File: config.mk
export PLATFORM = sky130hd
export DESIGN_NAME = bbc_front
export DESIGN_NICKNAME = d
export VERILOG_FILES = /design/src/rtl/core/bbc_pkg.sv /design/src/rtl/core/bbc_front.sv
export VERILOG_INCLUDE_DIRS = /design/src /design/src/rtl/core
export SDC_FILE = /design/constraint.sdc
export NUM_CORES = 1
export LEC_CHECK = 0
export BUFFER_PORTS_ARGS = -buffer_cell sky130_fd_sc_hd__buf_2
export CAP_MARGIN = 0
export CORE_MARGIN = 3
export CORE_UTILIZATION = 25
export DETAILED_ROUTE_END_ITERATION = 8
export PLACE_DENSITY = 0.43
export SLEW_MARGIN = 20
export SYNTH_ARGS = -nofsm -noshare
export SYNTH_HDL_FRONTEND = slang
export SYNTH_SLANG_ARGS = --single-unit
File: constraint.sdc
create_clock -name clk -period 8.5 [get_ports clk]
set_input_delay 1.275 -clock clk [delete_from_list [all_inputs] [get_ports clk]]
set_output_delay 1.275 -clock clk [all_outputs]
set_load 0.03 [all_outputs]
File: src/rtl/core/assert_macros.svh
// Assertion macros shared by the box blur RTL.
`ifndef ASSERT_MACROS_SVH
`define ASSERT_MACROS_SVH

// Same-cycle implication, disabled during reset.
`define BBC_ASSERT_IMPL(label, clk, rst, cond, prop) \
  label: assert property (@(posedge clk) disable iff (rst) (cond) |-> (prop)) \
    else $error("box blur assertion failed");

// Next-cycle implication, disabled during reset.
`define BBC_ASSERT_NEXT(label, clk, rst, cond, prop) \
  label: assert property (@(posedge clk) disable iff (rst) (cond) |=> (prop)) \
    else $error("box blur assertion failed");

`endif

File: src/rtl/core/bbc_pkg.sv
// Shared types and constants of the box blur block.
`timescale 1ns / 1ps
package bbc_pkg;
  localparam int NCH = 4;
  localparam int PIX_W = 8;
  localparam int ROW_W = 12;
  localparam int COL_W = 12;
  localparam int SLOT_W = 5;
  localparam int DIM_W = 13;
  localparam int IDX_W = 25;
  localparam int RAD_W = 3;
  localparam int SIDE_W = 4;
  localparam int AREA_W = 8;
  localparam int SUM_W = 16;
  localparam int CFG_IDX_W = 2;
  localparam int CFG_DATA_W = 13;

  typedef enum logic [CFG_IDX_W-1:0] {
    REG_KERNEL   = 2'd0,
    REG_WIDTH    = 2'd1,
    REG_HEIGHT   = 2'd2,
    REG_CHANNELS = 2'd3
  } cfg_reg_t;

  typedef logic [NCH-1:0][PIX_W-1:0] pix_t;

  typedef struct packed {
    logic [DIM_W-1:0] w;
    logic [DIM_W-1:0] h;
    logic [RAD_W-1:0] r;
    logic [2:0]       nch;
    logic [IDX_W-1:0] total;
    logic [IDX_W-1:0] lag;
  } geom_t;

  typedef struct packed {
    logic              en;
    logic [SLOT_W-1:0] slot;
    logic [COL_W-1:0]  col;
    pix_t              data;
  } store_wr_t;

  typedef struct packed {
    logic [ROW_W-1:0]  row;
    logic [COL_W-1:0]  col;
    logic [SLOT_W-1:0] slot;
    logic              last;
  } job_t;

  typedef struct packed {
    pix_t chan;
    logic frame_end;
  } result_t;
endpackage

File: src/rtl/core/bbc_front.sv
// Front stage: writes pixels into the line store and decides when an output is due.
`timescale 1ns / 1ps
`include "assert_macros.svh"
module bbc_front #(
  parameter int ROWS = 16
) (
  input  logic               clk,
  input  logic               rst,
  input  bbc_pkg::geom_t     geom,
  input  logic               restart,
  input  logic               accept,
  input  logic               mode,
  input  bbc_pkg::pix_t      pix,
  output bbc_pkg::store_wr_t wr,
  output logic               job_push,
  output bbc_pkg::job_t      job
);
  logic [bbc_pkg::COL_W-1:0]  in_col;
  logic [bbc_pkg::ROW_W-1:0]  in_row;
  logic [bbc_pkg::SLOT_W-1:0] in_slot;
  logic [bbc_pkg::IDX_W-1:0]  in_idx;
  logic [bbc_pkg::COL_W-1:0]  out_col;
  logic [bbc_pkg::ROW_W-1:0]  out_row;
  logic [bbc_pkg::SLOT_W-1:0] out_slot;
  logic [bbc_pkg::IDX_W-1:0]  out_idx;

  logic                       done;
  logic                       take;
  logic                       last;
  logic [bbc_pkg::IDX_W-1:0]  written;
  logic [bbc_pkg::IDX_W-1:0]  need;
  logic [bbc_pkg::IDX_W-1:0]  need_cap;
  logic                       in_col_end;
  logic                       out_col_end;

  always_comb begin
    done     = (in_idx >= geom.total);
    take     = accept && !done && !mode;
    written  = in_idx + bbc_pkg::IDX_W'(take);
    need     = out_idx + geom.lag + bbc_pkg::IDX_W'(1);
    need_cap = (need > geom.total) ? geom.total : need;
    last     = (out_idx == geom.total - bbc_pkg::IDX_W'(1));
    job_push = accept && (take || done) && (written >= need_cap);
    in_col_end  = ((bbc_pkg::DIM_W'(in_col) + bbc_pkg::DIM_W'(1)) == geom.w);
    out_col_end = ((bbc_pkg::DIM_W'(out_col) + bbc_pkg::DIM_W'(1)) == geom.w);
    wr.en    = take;
    wr.slot  = in_slot;
    wr.col   = in_col;
    wr.data  = pix;
    job.row  = out_row;
    job.col  = out_col;
    job.slot = out_slot;
    job.last = last;
  end

  always_ff @(posedge clk) begin
    if (rst || restart || (job_push && last)) begin
      in_col   <= '0;
      in_row   <= '0;
      in_slot  <= '0;
      in_idx   <= '0;
      out_col  <= '0;
      out_row  <= '0;
      out_slot <= '0;
      out_idx  <= '0;
    end else begin
      if (take) begin
        in_idx <= in_idx + bbc_pkg::IDX_W'(1);
        if (in_col_end) begin
          in_col  <= '0;
          in_row  <= in_row + bbc_pkg::ROW_W'(1);
          in_slot <= (in_slot == bbc_pkg::SLOT_W'(ROWS - 1)) ? '0
                     : in_slot + bbc_pkg::SLOT_W'(1);
        end else begin
          in_col <= in_col + bbc_pkg::COL_W'(1);
        end
      end
      if (job_push) begin
        out_idx <= out_idx + bbc_pkg::IDX_W'(1);
        if (out_col_end) begin
          out_col  <= '0;
          out_row  <= out_row + bbc_pkg::ROW_W'(1);
          out_slot <= (out_slot == bbc_pkg::SLOT_W'(ROWS - 1)) ? '0
                      : out_slot + bbc_pkg::SLOT_W'(1);
        end else begin
          out_col <= out_col + bbc_pkg::COL_W'(1);
        end
      end
    end
  end

  `BBC_ASSERT_IMPL(a_job_on_beat, clk, rst, job_push, accept)
endmodule

==> impl_metrics.toml <==
[status]
status = "complete, no violations"

[critical_path]
path_buf_inv = 8
cpLargestDelayFamily = "compound AO/OA/AOI/OAI gates"
cpPeakStageDelay_ns = 0.40
crit_arrival_ns = 6.84
crit_required_ns = 7.22
path_max_fanout = 9
crit_type = "input pin to output port"
critPathSlowestCell = "fa_1"
cp-start-kind = "input pin"
end_kind = "output port"

[sta]
setup_viol = 0
worstMarginPinSlew_ns = 0.8556
holdWs_ns = 0.4738
rsz0062_at_grt = "false"
clock.fmax_mhz = 123.3
layout_worst_path_cycle_share = 0.9541
fin_crit_ns = 8.110
finalClockSkew_ns = 0.01887
hold_viol_final = 0
slew_headroom = 0.4244
drv_slew = 0
setup-tns-final_ns = 0
setup_slack_ns = 0.3898

[routing]
drc_errors = 0
drtIter0Drc = 611
vias_per_cell = 4.938
finalWirelength_mm = 31.02
drtPass1Iterations = 5
drtAntennaViolNets = 0
wl_per_cell_um = 16.53
via_count = 9263

[power_and_ir_drop]
total_leakage_power_uw = 0.004574
pwr_density_cell_nw_per_um2 = 101.8
p_sw_frac = 0.3020
p_int_uw = 787.3
peakVddDrop_mv = 0.09537
seq_power_share = 0.400
pwr-share-comb = 0.205
power.share.clock = 0.394
p_switching_uw = 340.6

[placement]
gp_congestion = 0.8459
dp_hpwl_mm = 24.72
placed_area_um2 = 10700
numPortBuffers = 116
pre_cts_slack_ns = -0.08116

[logic_synthesis]
syn-num-nets = 1506
postSynthAreaPerCell_um2 = 7.561
synth_area_leaders = "dfxtp_1, ha_1, xnor2_1, nor2_1, a21oi_1"
synthCells = 1277
yosysTopAreaCell = "dfxtp_1"
synth_ff_type = "dfxtp_1"
ys_types = 69
yosys_warnings = 0
synth.top_cell.area_share = 0.1990
ys_ff_latch = 96
synthArstFlopShare = 0
syn_area_um2 = 9656
yosysSeqAreaShare = 0.1990
synth_edf_count = 0

[floorplan]
fp.coreArea_um2 = 37840
start_util = 0.2551
die_h_um = 202.5
die_x_um = 202.5
rows = 71
io-pin-count = 200
die-area_um2 = 41020

[clock_network]
htree_num_levels = 3
clockBufferDepth = 2
cts_root_buf = "clkbuf_16"
numClockSinks = 96
numCtsBuffers = 9
clk_pin_slew_ns = 0.08
cts_tree = "done"
cts_hold_buf = 0
insertion_delay_ns = 0.38

[final_layout]
regArea_um2 = 1922
nFillCells = 4215
drive_above_1_share = 0.1333
area_growth_syn_to_layout_pct = 14.77
diodes = 0
final_nets = 1589
final_area_um2 = 11080
final_common_cell = "nor2_1"
multi_input_comb_area_um2 = 7154
layout_common_cells = "nor2_1, buf_2, xnor2_1"

[global_routing]
antenna_found_initial = 0
grt_most_used_layer = "met2"
grt_pass1_wl_mm = 49.51
gr-usage-met1 = 0.2070
grt_pass1_vias = 8928
grt_use_total = 0.1509
use_met3 = 0.03127
grt_overflow_total = 0
grt_util_met2 = 0.2435
grt_max_degree = 40

[min_path]
hold_class = "register to register"

[flow_run]
max_cap_viol_count = 0
[through the flow]
stage,util,total power [µW],std cells
global placement,0.2827,683.3,1855
detailed placement,0.2827,686.1,1855
finish,0.2928,1128,1876
global route,0.2928,1200,1876
CTS,0.2912,1151,1872
floorplan,-,630.5,1277
[Yosys cell counts, types with 21 or more instances]
cell type / n
o21ai_0: 47
clkbuf_1: 30
a21oi_1: 93
xnor2_1: 109
nor2_1: 164
nor3_1: 38
nand2_1: 89
a21o_1: 38
dfxtp_1: 96
inv_1: 49
or3_1: 21
nand4_1: 43
buf_4: 39
nand3_1: 57
ha_1: 109
xor2_1: 51
[final timing paths]
kind	cells past startpoint	to	startpoint	slack, ns
setup / recovery	32	job_push	geom[0]	0.39
hold / removal	2	in_slot[4]	in_slot[4]	0.47
hold reg to reg	2	in_slot[4]	in_slot[4]	0.47
setup reg to reg	34	out_slot[3]	out_idx[0]	1.38
[worst reg2reg max path, delay by kind of cell (launching register included)]
family	cells	cell delay [ns]
AOI/OAI and AO/OA	16	2.83
and+or+nand+nor	6	1.48
adders and majority gates	4	1.18
buffers and inverters	7	1.06
DFF	1	0.38
xor gates and xnor gates	1	0.14
[cells by family after synthesis]
family                   synth area share
XOR/XNOR                           0.1451
adder cells (fa/ha/maj)            0.1433
AND/OR/NAND/NOR                    0.2593
flip-flops                         0.1990
multiplexers                      0.01581
buffers and inverters             0.06518
AO/OA/AOI/OAI                      0.1722
[routing by layer]
| metal | wire length [µm] | part of all wire |
|---|---|---|
| met1 | 14840 | 0.48 |
| met2 | 14070 | 0.45 |
| met4 | 538 | 0.017 |
| met5 | 0 | 0 |
| met3 | 1577 | 0.051 |
[sequential cells by signal (all words and copies together) (netlist names)]
register / count
out_col: 12
in_col: 12
in_slot: 5
out_row: 12
out_idx: 25
out_slot: 5
in_idx: 25
[power groups by stage]
stage	registers, µW	clock network, µW	logic, µW
2_1_floorplan	462	0	169
3_3_place_gp	462	0	221
3_5_place_dp	462	0	224
4_1_cts	452	471	228
5_1_grt	452	487	261
6_report	451	445	231
[repair_timing]
item                       in CTS  in global routing
setup buffers                   0                  4
gates resized for setup         2                 14
pin swaps                       1                  6
gates cloned                    1                  0
setup endpoints to repair       1                  1
[final cells by class]
class,instances,area share
Clock inverter,5,0.005532
Inverter,51,0.01727
Tap cell,511,0.05769
Sequential cell,96,0.1734
Clock buffer,11,0.02190
Timing Repair Buffer,148,0.07858
Multi-Input combinational cell,1054,0.6456
Note: power is estimated with default switching activity, not from simulation.
