==> src/rtl/core/assert_macros.svh <==
// Assertion macros shared by the box blur RTL.
`ifndef ASSERT_MACROS_SVH
`define ASSERT_MACROS_SVH

// Same-cycle implication, disabled during reset.
`define BBC_ASSERT_IMPL(label, clk, rst, cond, prop) \
  label: assert property (@(posedge clk) disable iff (rst) (cond) |-> (prop)) \
    else $error("box blur assertion failed");

// Next-cycle implication, disabled during reset.
`define BBC_ASSERT_NEXT(label, clk, rst, cond, prop) \
  label: assert property (@(posedge clk) disable iff (rst) (cond) |=> (prop)) \
    else $error("box blur assertion failed");

`endif

==> src/rtl/core/bbc_fifo.sv <==
// Small register queue used between the blur stages and at the result side.
`timescale 1ns / 1ps
`include "assert_macros.svh"
module bbc_fifo #(
  parameter int W = 8,
  parameter int DEPTH = 2
) (
  input  logic         clk,
  input  logic         rst,
  input  logic         push,
  input  logic [W-1:0] din,
  input  logic         pop,
  output logic [W-1:0] dout,
  output logic         empty,
  output logic         full
);
  localparam int PTR_W = (DEPTH > 1) ? $clog2(DEPTH) : 1;
  localparam int CNT_W = $clog2(DEPTH + 1);

  logic [W-1:0]     mem [DEPTH];
  logic [PTR_W-1:0] wptr;
  logic [PTR_W-1:0] rptr;
  logic [CNT_W-1:0] count;

  assign empty = (count == '0);
  assign full  = (count == CNT_W'(DEPTH));
  assign dout  = mem[rptr];

  always_ff @(posedge clk) begin
    if (push) begin
      mem[wptr] <= din;
    end
  end

  always_ff @(posedge clk) begin
    if (rst) begin
      wptr  <= '0;
      rptr  <= '0;
      count <= '0;
    end else begin
      if (push) begin
        wptr <= (wptr == PTR_W'(DEPTH - 1)) ? '0 : wptr + PTR_W'(1);
      end
      if (pop) begin
        rptr <= (rptr == PTR_W'(DEPTH - 1)) ? '0 : rptr + PTR_W'(1);
      end
      if (push && !pop) begin
        count <= count + CNT_W'(1);
      end else if (pop && !push) begin
        count <= count - CNT_W'(1);
      end
    end
  end

  `BBC_ASSERT_IMPL(a_fifo_push_room, clk, rst, push, !full || pop)
  `BBC_ASSERT_IMPL(a_fifo_pop_data, clk, rst, pop, !empty)
endmodule

==> config.mk <==
export PLATFORM = sky130hd
export DESIGN_NAME = bbc_fifo
export DESIGN_NICKNAME = d
export VERILOG_FILES = /design/src/rtl/core/bbc_fifo.sv
export VERILOG_INCLUDE_DIRS = /design/src /design/src/rtl/core
export SDC_FILE = /design/constraint.sdc
export NUM_CORES = 1
export LEC_CHECK = 0
export BUFFER_PORTS_ARGS = -buffer_cell sky130_fd_sc_hd__buf_4
export CAP_MARGIN = 40
export CORE_MARGIN = 3
export CORE_UTILIZATION = 35
export DETAILED_ROUTE_END_ITERATION = 16
export GPL_TIMING_DRIVEN = 0
export HOLD_SLACK_MARGIN = 0.03
export MAX_ROUTING_LAYER = met4
export PLACE_DENSITY_LB_ADDON = 0.05
export RECOVER_POWER = 100
export SYNTH_ARGS = -nofsm -noshare
export SYNTH_HDL_FRONTEND = slang
export SYNTH_SLANG_ARGS = --single-unit
==> constraint.sdc <==
create_clock -name clk -period 1.05 [get_ports clk]
set_clock_uncertainty 0.1 [all_clocks]
set_input_delay 0.105 -clock clk [delete_from_list [all_inputs] [get_ports clk]]
set_output_delay 0.105 -clock clk [all_outputs]
set_load 0.03 [all_outputs]
==> run metrics, run 1 <==
status finished, violations left; failing checks setup timing; Vias per Instance 4.46; clock buffer depth 2; Post-synth ARST share 0%; Hold Slack ~170 ps; CTS tree yes; ranking of synthesized cells by area edfxtp_1 61%, dfxtp_1 13%, mux2_2 12%; TritonCTS buffer count 3; Period minus WS final ~1400 ps; DRC viols 0; Worst Path Required around 840 ps; VDD IR-drop max approximately 0.00086 V; first-pass GRT wire length ~2.2 mm; Clock Tree Root clkbuf_4; met3 wire length slightly above 60 um; total of max-cap violations 0; DIE AREA about 2800 um2; placer congestion estimate 0.656; clock sinks 21; Initial Util about two fifths; number of diodes 0; Die Ht between 50 and 60 um; Mapped Nets 60; final setup margin -390 ps; Synth-to-Final Area Change 52.9%; drt pass-1 iters 3; Post-Place Cells 95; initial antenna violation count 0; largest net degree at the start of global routing 12; layout cell share with drive strength beyond 1 around 44%; Achievable Freq approximately 700 MHz; FF+latch count, synth 21; period utilization 137%; Synth area leader edfxtp_1; total gr overflow 0; CP max FO 8; YS warnings 0; Max Slew Vio Count 0; Clock H-tree levels 1; Routed Antenna Nets 0; Hold Violations, Final 0; clock latency on the worst-skew pair 300 ps; CP endpoint kind output pin; Fillers roughly 190; drt wl/cell 11.5 um; num ports 22; # setup viols final 11; TNS Setup -3440 ps; top cell type's share of synthesized area between 60% and 70%; Leakage 0.485 nW; Core Region ~2000 um2; Final #Nets a little under 100; Relative slew margins 82.7%; wl on met1 533 um; DR iter-0 viols 4; width of the die between 50 and 60 um; clock slew seen by the registers of the worst setup and hold paths 110 ps; Mapped Area 783 um2; non-filler instance count after layout 111; Seq/Total Area, Yosys roughly three quarters; Avg Inst Size Synth roughly 17 um2; RSZ-0062 raised after global routing true; Top FF cell, synth edfxtp_1; number of port buffers 21; measured slew at the worst slew-check pin 259 ps; placed inst area approximately 980 um2; Hold Crit Class input port to register; Top Metal Used met4; Pwr Density between 1500 and 2000 nW/um2; cells after synthesis between 40 and 50; Distinct cells, synth 15; critical path type register to output pin; Tot Pwr around 0.0018 W; crit path launch type register; number of global-route vias before repair between 400 and 500; crit path DAT 1230 ps; Via Count between 400 and 500; WL met2 between 600 and 700 um; dpl hpwl around 800 um; Finished Cell Area roughly 1200 um2; Rows 16; Post-Route WL about 1.3 mm; EDFF count, synth 16; gr usage total 11.3%
==> metal layers <==
metal	vias to the layer above	GRT usage, %
met4	0	7.66
met5	-	-
met3	4	1.69
li1	240	-
met2	15	18.0
met1	236	13.1
==> synthesized netlist by cell type, types with 2 or more instances <==
| master | n |
|---|---|
| mux2_2 | 8 |
| edfxtp_1 | 16 |
| xnor2_1 | 2 |
| nor2_1 | 5 |
| dfxtp_1 | 5 |
| xor2_1 | 2 |
==> logic make-up after synthesis <==
logic type / after synthesis / share of synthesized area (%)
flip-flops: 21 / 74.1
AND/OR/NAND/NOR: 9 / 5.91
multiplexers: 8 / 11.5
XOR/XNOR: 4 / 4.47
AO/OA/AOI/OAI: 2 / 1.28
buffers and inverters: 2 / 1.12
adder cells (fa/ha/maj): 1 / 1.60
==> worst paths after layout <==
path | startpoint | to | slack, ps | cells after the start
max | register | dout[7] | -390 | 3
min | push | mem[0][2] | 170 | 2
max reg2reg | count[0] | count[1] | -150 | 4
min reg2reg | count[1] | count[1] | 390 | 2
==> stage by stage <==
stage | setup WS, ps | utilization [%]
after floorplan | -35.2 | -
after global placement | -190 | 47.9
after detailed placement | -182 | 47.9
after CTS | -410 | 59.1
after global routing | -441 | 58.6
final | -390 | 58.6
==> sequential cells by signal, indices dropped and copies added (netlist names), named ones only <==
signal	count
mem	16
count	2
rptr	1
wptr	1
==> report_power, final <==
group	internal [W]	total [W]	switching [W]
registers	0.000961	0.000988	0.0000262
clock network	0.000148	0.000372	0.000224
logic	0.000241	0.000454	0.000214
==> area by class of cell <==
cell class                      instances  area [um2]  area share [%]
Multi-Input combinational cell         24         234            19.5
Clock buffer                            4        26.3            2.19
Inverter                                1        3.75           0.313
Tap cell                               27        33.8            2.82
Buffer                                  1        15.0            1.25
Sequential cell                        21         587            49.0
Timing Repair Buffer                   33         298            24.9
==> repair_timing <==
| item | in CTS | in global routing |
|---|---|---|
| buffers inserted | 1 | 0 |
| pin swaps | 1 | 0 |
| endpoints found under the setup margin | 27 | 16 |
| hold buffers | 11 | 0 |
| hold endpoints to repair | 21 | 0 |
| resized for setup | 26 | 1 |
==> critical path, stage by stage (launching register included) <==
cell	delay, ps
dfxtp_2	350
buf_8	140
mux2_4	310
buf_6	140
==> layout by cell type (no fill, tap or decap) <==
master / n
edfxtp_1: 16
buf_4: 3
nor2b_4: 1
and2b_2: 1
xnor2_1: 2
o21ai_0: 1
xor2_1: 2
mux2_4: 8
or3_1: 1
a21oi_1: 1
dfxtp_1: 2
and2_4: 1
clkbuf_4: 10
dfxtp_4: 1
inv_1: 1
dlygate4sd3_1: 11
ha_1: 1
buf_6: 9
dfxtp_2: 2
buf_8: 1
nor2_1: 5
clkbuf_1: 4
Note: power is estimated with default switching activity, not from simulation.
==> run 2: changes to the inputs <==
- ABC_AREA: not set -> 1
==> run metrics, run 2 <==
status finished, violations left; failing checks setup timing; crit path DAT 1230 ps; first-pass GRT wire length 2.17 mm; Top delay family on crit path flip-flops; TritonCTS buffer count 3; Post-synth ARST share 0%; placed inst area 1000 um2; FF+latch count, synth 21; Synth-to-Final Area Change 52.9%; Seq pwr share 55.1%; Pwr Density 1430 nW/um2; Distinct cells, synth 16; Post-Route WL ~1.3 mm; CP max stage cell dfxtp_2; CP max stage delay between 300 and 400 ps; EDFF count, synth 16; clock buffer depth 2; number of diodes 0; gr usage total around 11%; drt wl/cell approximately 11 um; most common cell in the netlist edfxtp_1; drt pass-1 iters 2; critical path type register to output pin; commonest cells in the netlist 16 x edfxtp_1, 8 x inv_1, 8 x mux2_2; layout cell share with drive strength beyond 1 approximately 47%; Seq/Total Area, Yosys 71.6%; Routed Antenna Nets 0; commonest non-fill, non-tap cell in the layout edfxtp_1; YS warnings 0; Hold Slack ~77 ps; Core Region 2080 um2; Tot Pwr ~0.0018 W; Finished Cell Area 1240 um2; Hold Crit Class input port to register; clock slew seen by the registers of the worst setup and hold paths about 110 ps; VDD IR-drop max 0.000886 V; Mapped Nets a little over 70; total of max-cap violations 0; width of the die between 50 and 60 um; most frequent cells in the layout 16 x edfxtp_1, 12 x clkbuf_4, 11 x dlygate4sd3_1; Worst Path Required approximately 840 ps; measured slew at the worst slew-check pin approximately 260 ps; num ports 22; Final #Nets 110; # setup viols final 15; Hold Violations, Final 0; DR iter-0 viols 3; final setup margin -386 ps; Sw Share 25.8%; Clock H-tree levels 1; Relative slew margins a little over 80%; Leakage between 0.5 and 0.6 nW; cells after synthesis 58; placer congestion estimate ~0.62; CP max FO 8; crit path buf inv count 2; CP endpoint kind output pin; Achievable Freq 697 MHz; Die Ht 54.1 um; Initial Util 38.9%; Mapped Area 811 um2; total gr overflow 0; ranking of synthesized cells by area edfxtp_1 59%, dfxtp_1 12%, mux2_2 11%; largest net degree at the start of global routing 13; DRC viols 0; Top FF cell, synth edfxtp_1; Clock Power Share 20.5%; period utilization 137%; number of global-route vias before repair 500; CTS tree yes; Largest register FFs 16; Max Slew Vio Count 0; crit path cell chain buf_8 -> mux2_4 -> buf_6; dpl hpwl ~860 um; top cell type's share of synthesized area roughly three fifths; number of port buffers 21; initial antenna violation count 0; Fillers 180; Rows 16; Top Registers mem (16), count (2); Vias per Instance approximately 4.4; Via Count roughly 540; Period minus WS final 1440 ps; Largest Register mem; clock sinks 21; Clock Tree Root clkbuf_4; Synth area leader edfxtp_1; combinational share of power between 20% and 30%; Switch Pwr roughly 0.00046 W; clock latency on the worst-skew pair about 290 ps; DIE AREA 2930 um2; RSZ-0062 raised after global routing true; Avg Inst Size Synth 14.0 um2; crit path launch type register; internal power roughly 0.0013 W
==> run 2: changes by cell type after synthesis, moves of 2 or more <==
cell / change
inv_1: +7
nand2_1: +4
nor2_1: +2
xor2_1: -2
==> run 2: timing repair <==
item	4_1_cts	5_1_grt
endpoints found under the setup margin	26	18
gates cloned	1	0
setup buffers	1	0
hold buffers	11	0
hold endpoints to repair	21	0
pin swaps	0	3
gates resized for setup	26	2
==> run 2: area by class of cell <==
class	instances	area, um2	share of cell area (%)
well taps	27	33.8	2.72
repair inverters	1	7.51	0.605
clock buffers	3	22.5	1.82
repair buffers	33	309	24.9
clock inverters	1	5.00	0.404
multi-input cells	27	225	18.2
plain buffers	1	15.0	1.21
inverters	9	37.5	3.03
flip-flops and latches	21	584	47.1
==> run 2: stage by stage <==
stage               setup WS (ps)  TNS (ps)  utilization, %  instances
finish                       -386     -3360            59.6        123
floorplan                    12.3         0               -         58
CTS                          -403     -3370            59.4        123
global placement             -122     -2460            48.3        106
detailed placement           -114     -2380            48.3        106
global route                 -444     -4250            59.6        123
==> run 2: cells by family (layout without fill, tap and decap cells) <==
family | count (synthesis) | count (layout) | synth area share (%)
DFF | 21 | 21 | 71.6
and+or+nand+nor | 15 | 15 | 7.87
buffers and inverters | 10 | 48 | 5.56
muxes | 8 | 8 | 11.1
AOI/OAI and AO/OA | 2 | 2 | 1.23
adders and majority gates | 1 | 1 | 1.54
xor gates and xnor gates | 1 | 1 | 1.08
==> run 2: power by group through the flow <==
stage                     registers [W]  clock network, W  logic (W)
final                          0.000978          0.000364   0.000433
after global routing           0.000983          0.000421   0.000466
after CTS                      0.000977          0.000375   0.000434
after detailed placement       0.000990                 0   0.000332
after global placement         0.000988                 0   0.000330
after floorplan                0.000985                 0   0.000212
==> run 2: worst paths after layout <==
kind                            startpoint        end  slack (ps)  cells after the start
worst max-delay path              register    dout[7]        -390                      3
worst min-delay path                  push   count[0]          80                      3
worst max register to register        wptr  mem[1][3]         -30                      2
worst min register to register        rptr       rptr         430                      2
==> run 2: tightest hold or removal path, delay by kind of cell <==
family | cells | cell delay [ps]
AO/OA/AOI/OAI | 1 | 60
buffers and inverters | 1 | 100
adder cells (fa/ha/maj) | 1 | 160
==> run 2: routing by layer <==
metal  track usage, %  routed length (um)  vias up
met5                -                   0        -
met4             4.98                  17        0
met3             2.49                  60        2
met2             19.5                 748       11
met1             11.6                 522      256
li1                 -                   -      274
==> run 3: changes to the inputs <==
- CELL_PAD_IN_SITES_DETAIL_PLACEMENT: not set -> 2
- CELL_PAD_IN_SITES_GLOBAL_PLACEMENT: not set -> 2
- CORE_UTILIZATION: 35 -> 29
==> run metrics, run 3 (same netlist as run 2, synthesis figures left out) <==
Clock H-tree levels 1; Seq pwr share between 50% and 60%; DIE AREA about 3500 um2; clock sinks 21; Rows 18; Synth-to-Final Area Change 57.7%; Finished Cell Area 1280 um2; width of the die a little under 60 um; Routed Antenna Nets 0; Largest register FFs 16; measured slew at the worst slew-check pin 279 ps; crit path DAT between 1000 and 1500 ps; Hold Violations, Final 0; gr usage total around 11%; Top Registers mem (16), count (2); Clock Tree Root clkbuf_4; Worst Path Required 840 ps; Die Ht 58.9 um; Period minus WS final 1450 ps; CTS tree yes; number of port buffers 21; internal power 0.00134 W; largest net degree at the start of global routing 12; Largest Register mem; failing checks setup timing; drt pass-1 iters 3; Achievable Freq 690 MHz; TritonCTS buffer count 3; Post-Route WL 1.68 mm; Relative slew margins approximately four fifths; Tot Pwr ~0.0018 W; CP max FO 8; crit path launch type register; DR iter-0 viols 10; status finished, violations left; total of max-cap violations 0; # setup viols final 11; Core Region ~2600 um2; number of diodes 0; placer congestion estimate 0.674; clock latency on the worst-skew pair between 200 and 300 ps; first-pass GRT wire length around 2.7 mm; Fillers approximately 260; commonest non-fill, non-tap cell in the layout edfxtp_1; number of global-route vias before repair around 570; Switch Pwr 0.000487 W; layout cell share with drive strength beyond 1 49.0%; Leakage approximately 0.52 nW; period utilization 138%; combinational share of power 25.5%; DRC viols 0; initial antenna violation count 0; VDD IR-drop max ~0.00065 V; placed inst area 1010 um2; Final #Nets between 100 and 150; final setup margin -398 ps; Clock Power Share approximately 20%; critical path type register to output pin; Hold Crit Class input port to register; RSZ-0062 raised after global routing true; Via Count between 500 and 600; CP endpoint kind output pin; num ports 22; clock slew seen by the registers of the worst setup and hold paths 110 ps; Max Slew Vio Count 0; Initial Util between 30% and 40%; non-filler instance count after layout 126; Post-Place Cells around 110; clock buffer depth 2; Vias per Instance around 4.4; Pwr Density 1430 nW/um2; Sw Share between 20% and 30%; most frequent cells in the layout 16 x edfxtp_1, 11 x dlygate4sd3_1, 11 x buf_6; drt wl/cell about 13 um; Layout Utilization around 50%; total gr overflow 0; dpl hpwl between 1 and 1.5 mm
## run 3: cell count changes in the layout (fill, tap and decap cells not counted), moves of 2 or more
cell	delta
buf_4	-2
buf_6	+2
inv_4	+2
clkbuf_4	-2
inv_2	-2
clkbuf_1	+3
nand2_1	-2
nor2_4	+2
## run 3: power by group through the flow
| stage | Combinational (W) | Sequential [W] | Clock (W) |
|---|---|---|---|
| 3_5_place_dp | 0.000339 | 0.000993 | 0 |
| 5_1_grt | 0.000495 | 0.000995 | 0.000449 |
| 4_1_cts | 0.000457 | 0.000985 | 0.000395 |
| 6_report | 0.000465 | 0.000990 | 0.000371 |
| 3_3_place_gp | 0.000333 | 0.000989 | 0 |
| 2_1_floorplan | 0.000212 | 0.000985 | 0 |
## run 3: metal layers
layer  track usage, %  part of all wire (%)
met5                -                     0
met4             3.88                     0
met3             2.63                   4.8
met2             18.3                    53
met1             13.5                    42
## run 3: worst max-delay path: stages (launching register included)
cell     delay (ps)
dfxtp_2         350
buf_8           150
mux2_4          310
buf_6           140
## run 3: per-stage QoR
stage | worst slack (ps) | TNS, ps | hold slack [ps]
2_1_floorplan | 12.3 | 0 | 77.4
3_5_place_dp | -125 | -2650 | 196
4_1_cts | -403 | -3410 | 59.6
3_3_place_gp | -115 | -2480 | 190
6_report | -398 | -3330 | 63.6
5_1_grt | -466 | -4030 | 69.3
## run 3: final cells by class
cell class	instances	area [um2]	share of cell area [%]
multi-input cells	27	253	19.8
plain buffers	1	15.0	1.17
flip-flops and latches	21	588	46.0
well taps	30	37.5	2.94
repair inverters	1	7.51	0.587
clock buffers	4	26.3	2.05
inverters	9	42.5	3.33
repair buffers	33	309	24.2
## run 3: repair_timing
action / in CTS / in global routing
resized for setup: 33 / 7
setup buffers: 1 / 0
cloned: 1 / 0
pin swaps: 2 / 7
hold endpoints to repair: 21 / 0
endpoints found under the setup margin: 26 / 15
hold buffers: 11 / 0
## run 3: worst paths after layout
kind	startpoint	endpoint	slack [ps]	cells after the start
worst max-delay path	register	dout[4]	-400	3
worst max register to register	count[0]	count[1]	0	6
worst min-delay path	push	count[0]	60	3
worst min register to register	rptr	rptr	440	2
